**src/rtl/arpc_ram.sv**
```systemverilog
// generic single-port-write, single-read ram with registered read data
// no dependencies
module arpc_ram #(
  parameter int Width = 8,
  parameter int Depth = 16
) (
  input  logic                     clk,
  input  logic                     we,
  input  logic [$clog2(Depth)-1:0] waddr,
  input  logic [Width-1:0]         wdata,
  input  logic [$clog2(Depth)-1:0] raddr,
  output logic [Width-1:0]         rdata
);
  logic [Width-1:0] mem [Depth];
  always_ff @(posedge clk) begin
    if (we) begin
      mem[waddr] <= wdata;
    end
    rdata <= mem[raddr];
  end
endmodule

```
**config.mk**
```make
export PLATFORM = sky130hd
export DESIGN_NAME = arpc_ram
export DESIGN_NICKNAME = d
export VERILOG_FILES = /design/src/rtl/arpc_ram.sv
export SDC_FILE = /design/constraint.sdc
export NUM_CORES = 1
export LEC_CHECK = 0
export ABC_AREA = 1
export BUFFER_PORTS_ARGS = -buffer_cell sky130_fd_sc_hd__buf_2
export CAP_MARGIN = 20
export CORE_MARGIN = 3
export CORE_UTILIZATION = 50
export DETAILED_ROUTE_END_ITERATION = 10
export PLACE_DENSITY = 0.67
export SLEW_MARGIN = 20
export SYNTH_ARGS = -nofsm -noshare
export SYNTH_HDL_FRONTEND = slang
export SYNTH_SLANG_ARGS = --single-unit
```
**constraint.sdc**
```tcl
create_clock -name clk -period 1.4 [get_ports clk]
set_input_delay 0.28 -clock clk [delete_from_list [all_inputs] [get_ports clk]]
set_output_delay 0.28 -clock clk [all_outputs]
set_load 0.02 [all_outputs]
```
==> flow_metrics.tcl, run 1 <==
set metrics [dict create \
    synth-simple-area-share_pct 21.0 \
    synth-main-ff-cell "edfxtp_1" \
    synth_cell_types 12 \
    total_power_mw 9.67 \
    hold_buffers 0 \
    seq_area_frac_synth_pct 69.4 \
    path_cells "buf_2" \
    synthTopCellsByArea "edfxtp_1, nand2_1, nand3_1" \
    wirelength_mm 13.2 \
    cpLargestDelayFamily "flip-flops" \
    drt_iter0_drc 353 \
    r2r-start "mem[13][7]" \
    drc 0 \
    synthAdderAreaFrac_pct 0 \
    yosysWarnings 0 \
    cts_tree "done" \
    synth_top_area_share_pct 66.7 \
    powerDensity_mw_per_mm2 1440 \
    core_area_mm2 0.0110 \
    postSynth.asyncResetShare_pct 0 \
    cellLeakagePower_nw 2.96 \
    rsz0062_at_grt "no" \
    muxShareOfSynthArea_pct 0 \
    syn_nets 569 \
    worstPathMaxFanout 1 \
    grt_overflow 0 \
    clk_pin_slew_worst_paths_ns 0.06 \
    htree_levels 4 \
    final_util_pct 61.0 \
    synth_compound_area_share_pct 0 \
    setup-violations-final 0 \
    clockBufferDepth 2 \
    first_pass_iters 4 \
    final_hold_viol_count 0 \
    grt_pass1_wl_mm 20.3 \
    max_slew_margin_pct 74.6 \
    cts.sinks 136 \
    netlist_top_cells_count "nand2_1, edfxtp_1, inv_1, nand3_1, nor2_1" \
    final_antenna_net_count 0 \
    clk_latency_ns 0.41 \
    clockRootBuffer "clkbuf_16" \
    worst_setup_path_start_kind "flop" \
    syn_area_per_cell_um2 10.5 \
    cts_resized 0 \
    fmax_mhz 801 \
    worst-setup-path-type "reg2out" \
    cpPeakStageDelay_ns 0.37 \
    antenna_found_initial 0 \
    grt_pass1_vias 3856 \
    cp.arrival_ns 0.97 \
    viasPerCell 5.16 \
    die_y_um 113 \
    rows 38 \
    timing.hold.ws_ns 0.300 \
    synth_area_leader_cell "edfxtp_1" \
    worstPathRequired_ns 1.12 \
    end_kind "primary output" \
    initial_utilization_pct 52.3 \
    drive_gt1_share_pct 13.0 \
    hp-class "in2reg" \
    synth-xor-area-share_pct 0 \
    die_area_mm2 0.0129 \
    antennaDiodeCount 0 \
    whs_endpoint "mem[11][4]" \
    tightest_slew_ns 0.381 \
    finClkSkew_ns 0.00755 \
    dp_hpwl_mm 7.89 \
    numPortBuffers 25 \
    pre_cts_ws_ns 0.0407 \
    via_count 3860 \
    fp.dieW_um 113 \
    wl_per_cell_um 17.6 \
    synth_top_family_by_area "simple AND/OR/NAND/NOR gates" \
    path_buf_inv 1 \
    gp_congestion 0.841 \
    syn2layout_area_growth_pct 16.8 \
    min-delay-start "wdata[4]" \
    yosysMostFrequentCell "nand2_1" \
    synth_area_mm2 0.00577 \
    synth-edff-count 128 \
    maxCapViolCount 0 \
    ys_ff_latch 136 \
    holdPathStages 1 \
    vdd_ir_drop_max_mv 0.744 \
    cts_made_buffers 17 \
    layout_setup_ws_ns 0.152 \
    post_cts_buffers 0 \
    postSynthCellCount 551 \
    finalSetupTns_ns 0 \
    period_needed_ns 1.25 \
    grt_use_total_pct 21.6 \
    reg2regPathDepth 6 \
    rrSetupSlack_ns 0.37 \
    grt_max_degree 65 \
    status "complete, no violations" \
    layout.nets 615 \
    slew_violations 0 \
    r2r-end "rdata[7]" \
    crit_slowest_cell "dfxtp_1" \
    finalCritPeriodShare_pct 89.1 \
    boundaryPins 26 \
]
-- cell usage in the layout (no fill, tap or decap), drive strengths merged --
cell | synthesis | final
nand3b | 2 | 2
dfxtp | 8 | 8
clkinv | 0 | 7
nor2 | 17 | 17
edfxtp | 128 | 128
bufinv | 0 | 4
nand2 | 173 | 173
buf | 24 | 51
nand3 | 97 | 97
clkinvlp | 0 | 1
inv | 102 | 102
clkbuf | 0 | 18
-- through the flow --
| step | cells | cell area (µm²) |
|---|---|---|
| CTS | 748 | 6730 |
| global route | 748 | 6730 |
| finish | 748 | 6730 |
| floorplan | 551 | 5770 |
| global placement | 718 | 6150 |
| detailed placement | 718 | 6150 |
-- cells by family (layout without fill, tap and decap cells) --
logic type | Yosys count | count (layout)
buf+inv | 126 | 183
simple gates | 289 | 289
flops | 136 | 136
-- flip-flops by register name, indices dropped and copies added, names as in the netlist --
name,cells
mem,128
rdata,8
-- power breakdown --
group | total [mW] | leakage (nW) | internal [mW] | switching, mW
logic | 0.609 | 1.44 | 0.182 | 0.427
clock network | 4.48 | 0.288 | 2.92 | 1.56
registers | 4.58 | 1.22 | 4.55 | 0.0292
-- layout make-up --
type	count	area, µm²
sequential	136	4000
tap	140	175
clock buffer	18	429
multi-input combinational	289	1210
timing repair buffer	51	370
fill	891	4300
inverter	102	383
clock inverter	12	159
-- routing by layer --
layer | vias to the layer above | wire, µm | track usage, %
li1 | 1861 | - | -
met1 | 1837 | 5600 | 28.5
met2 | 146 | 6440 | 34.7
met3 | 16 | 909 | 4.72
met4 | 0 | 245 | 9.54
met5 | - | 0 | 0
-- worst max-delay path by stage --
stage,start,to,slack [ns],depth (start not counted)
after detailed placement,raddr[0],rdata[7],0.04,7
after floorplan,waddr[2],mem[10][0],0.17,2
after CTS,rdata[7],rdata[7],0.14,1
after global placement,waddr[2],mem[10][1],0.08,4
after global routing,rdata[7],rdata[7],0.12,1
final,rdata[7],rdata[7],0.15,1
No activity file was read; power rests on OpenSTA's default activity.
==> run 2, diff against run 1 <==
Settings changed: ABC_AREA 1 to default, CORE_ASPECT_RATIO from default to 1.2.
==> flow_metrics.tcl, run 2 <==
set metrics [dict create \
    status "complete, no violations" \
    syn2layout_area_growth_pct 20.9 \
    layout_commonest_cell "edfxtp_1" \
    hp-class "in2reg" \
    synth_cell_types 19 \
    drc 0 \
    cts_made_buffers 17 \
    grt_pass1_vias 2555 \
    ys_ff_latch 136 \
    first_pass_iters 4 \
    grt_overflow 0 \
    htree_levels 4 \
    min-delay-start "wdata[2]" \
    cpPeakStageDelay_ns 0.47 \
    gp_congestion 0.744 \
    final_antenna_net_count 0 \
    clk_pin_slew_worst_paths_ns 0.05 \
    setup-violations-final 0 \
    synth-main-ff-cell "edfxtp_1" \
    core_area_mm2 0.00976 \
    dp_hpwl_mm 6.66 \
    slew_violations 0 \
    worst-setup-path-type "reg2reg" \
    syn_nets 247 \
    die_area_mm2 0.0116 \
    boundaryPins 26 \
    worst_setup_path_start_kind "flop" \
    largestRegisters "mem: 128 flops, rdata: 8 flops" \
    die_y_um 117 \
    syn_area_per_cell_um2 22.5 \
    wl_per_cell_um 22.3 \
    layout_setup_ws_ns 0.0782 \
    yosysWarnings 0 \
    grt_pass1_wl_mm 15.1 \
    synthTopCellsByArea "edfxtp_1, mux4_2, mux4_1" \
    worstPathMaxFanout 1 \
    period_needed_ns 1.32 \
    worstPathRequired_ns 1.69 \
    crit_start "mem[0][7]" \
    layout.nets 312 \
    end_kind "flop" \
    final_hold_viol_count 0 \
    grt_use_total_pct 18.7 \
    wirelength_mm 9.60 \
    seq_area_frac_synth_pct 77.8 \
    cpLargestDelayFamily "multiplexers" \
    postPlaceCellArea_mm2 0.00569 \
    via_count 2422 \
    synth-edff-count 128 \
    mostFrequentLayoutCells "edfxtp_1, buf_2, buf_4, mux4_2, clkbuf_16" \
    numPortBuffers 25 \
    postSynth.asyncResetShare_pct 0 \
    antennaDiodeCount 0 \
    yosysMostFrequentCell "edfxtp_1" \
    regMostFlops "mem" \
    tightest_slew_ns 0.760 \
    crit_slowest_cell "mux4_2" \
    drt_iter0_drc 97 \
    synth_area_leader_cell "edfxtp_1" \
    finalCritPeriodShare_pct 94.4 \
    path_buf_inv 0 \
    netlist_top_cells_count "edfxtp_1, mux4_2, a22oi_1, mux4_1, nor2_1" \
    max_slew_margin_pct 49.2 \
    antenna_found_initial 0 \
    finish.instance_area_mm2 0.00622 \
    clockBufferDepth 2 \
    clockRootBuffer "clkbuf_16" \
    powerDensity_mw_per_mm2 1440 \
    fmax_mhz 757 \
    largest_reg_flops 128 \
    post_cts_buffers 0 \
    synth_top_area_share_pct 74.7 \
    fp.dieW_um 98.6 \
    initial_utilization_pct 52.7 \
    cts_tree "done" \
    cellLeakagePower_nw 2.15 \
    rsz0062_at_grt "no" \
    drive_gt1_share_pct 35.5 \
    path_cells "mux4_2, a22oi_1, nand2_1" \
    finClkSkew_ns 0.00842 \
    r2r-start "mem[0][7]" \
    rows 39 \
    postSynthCellCount 229 \
    cts.sinks 136 \
    grt_max_degree 21 \
    clk_latency_ns 0.41 \
    vdd_ir_drop_max_mv 0.684 \
    viasPerCell 5.63 \
    synth_area_mm2 0.00515 \
    maxCapViolCount 0 \
    pre_cts_ws_ns -0.308 \
    cp.arrival_ns 1.61 \
]
run 2: metal layers:
metal  GRT usage (%)  vias to the layer above  wire length (µm)
met4            7.38                        0               128
met5               0                        -                 0
met3            5.45                       10               399
li1                -                     1104                 -
met1            22.4                     1245              3770
met2            32.5                       63              5310
run 2: path summary, 6_finish.rpt:
check                                  end  slack [ns]  cells past startpoint
worst max-delay path              rdata[7]        0.08                      3
worst min-delay path            mem[14][2]        0.26                      1
worst max register to register    rdata[7]        0.08                      3
worst min register to register    rdata[1]        0.67                      3
run 2: layout make-up:
type / count / area, µm²
sequential: 136 / 4000
fill: 663 / 3540
multi-input combinational: 83 / 1100
timing repair buffer: 56 / 445
clock buffer: 19 / 433
tap: 123 / 154
clock inverter: 13 / 87.6
run 2: worst reg2reg max path, delay by kind of cell, from the launching register on:
kind | cells | cell delay, ns
AOI/OAI and AO/OA | 1 | 0.27
and+or+nand+nor | 1 | 0.09
DFF | 1 | 0.37
muxes | 1 | 0.47
run 2: timing repair:
action / CTS / global route
resized for setup: 0 / 2
hold buffers: 0 / 0
endpoints found under the setup margin: 0 / 2
endpoints found under the hold margin: 0 / 0
run 2: power breakdown:
part | switching [mW] | leakage, nW | internal, mW
logic | 0.274 | 0.667 | 0.212
registers | 0.0285 | 1.22 | 4.56
clock network | 1.49 | 0.260 | 2.38
run 2: cell families after synthesis:
| kind of cell | count (synthesis) | share of synthesized area, % |
|---|---|---|
| buffers and inverters | 10 | 1.68 |
| multiplexers | 32 | 15.0 |
| AO/OA/AOI/OAI | 16 | 2.33 |
| AND/OR/NAND/NOR | 35 | 3.18 |
| flip-flops | 136 | 77.8 |
run 2: per-stage QoR:
stage	power (mW)	util [%]	hold slack, ns	std cells	TNS, ns
after floorplan	4.93	-	0.379	229	-0.0929
after global placement	5.14	58.3	0.645	398	-4.46
after detailed placement	5.16	58.3	0.662	398	-5.38
after CTS	9.02	63.7	0.250	430	0
after global routing	9.26	63.8	0.266	430	0
final	8.94	63.8	0.256	430	0
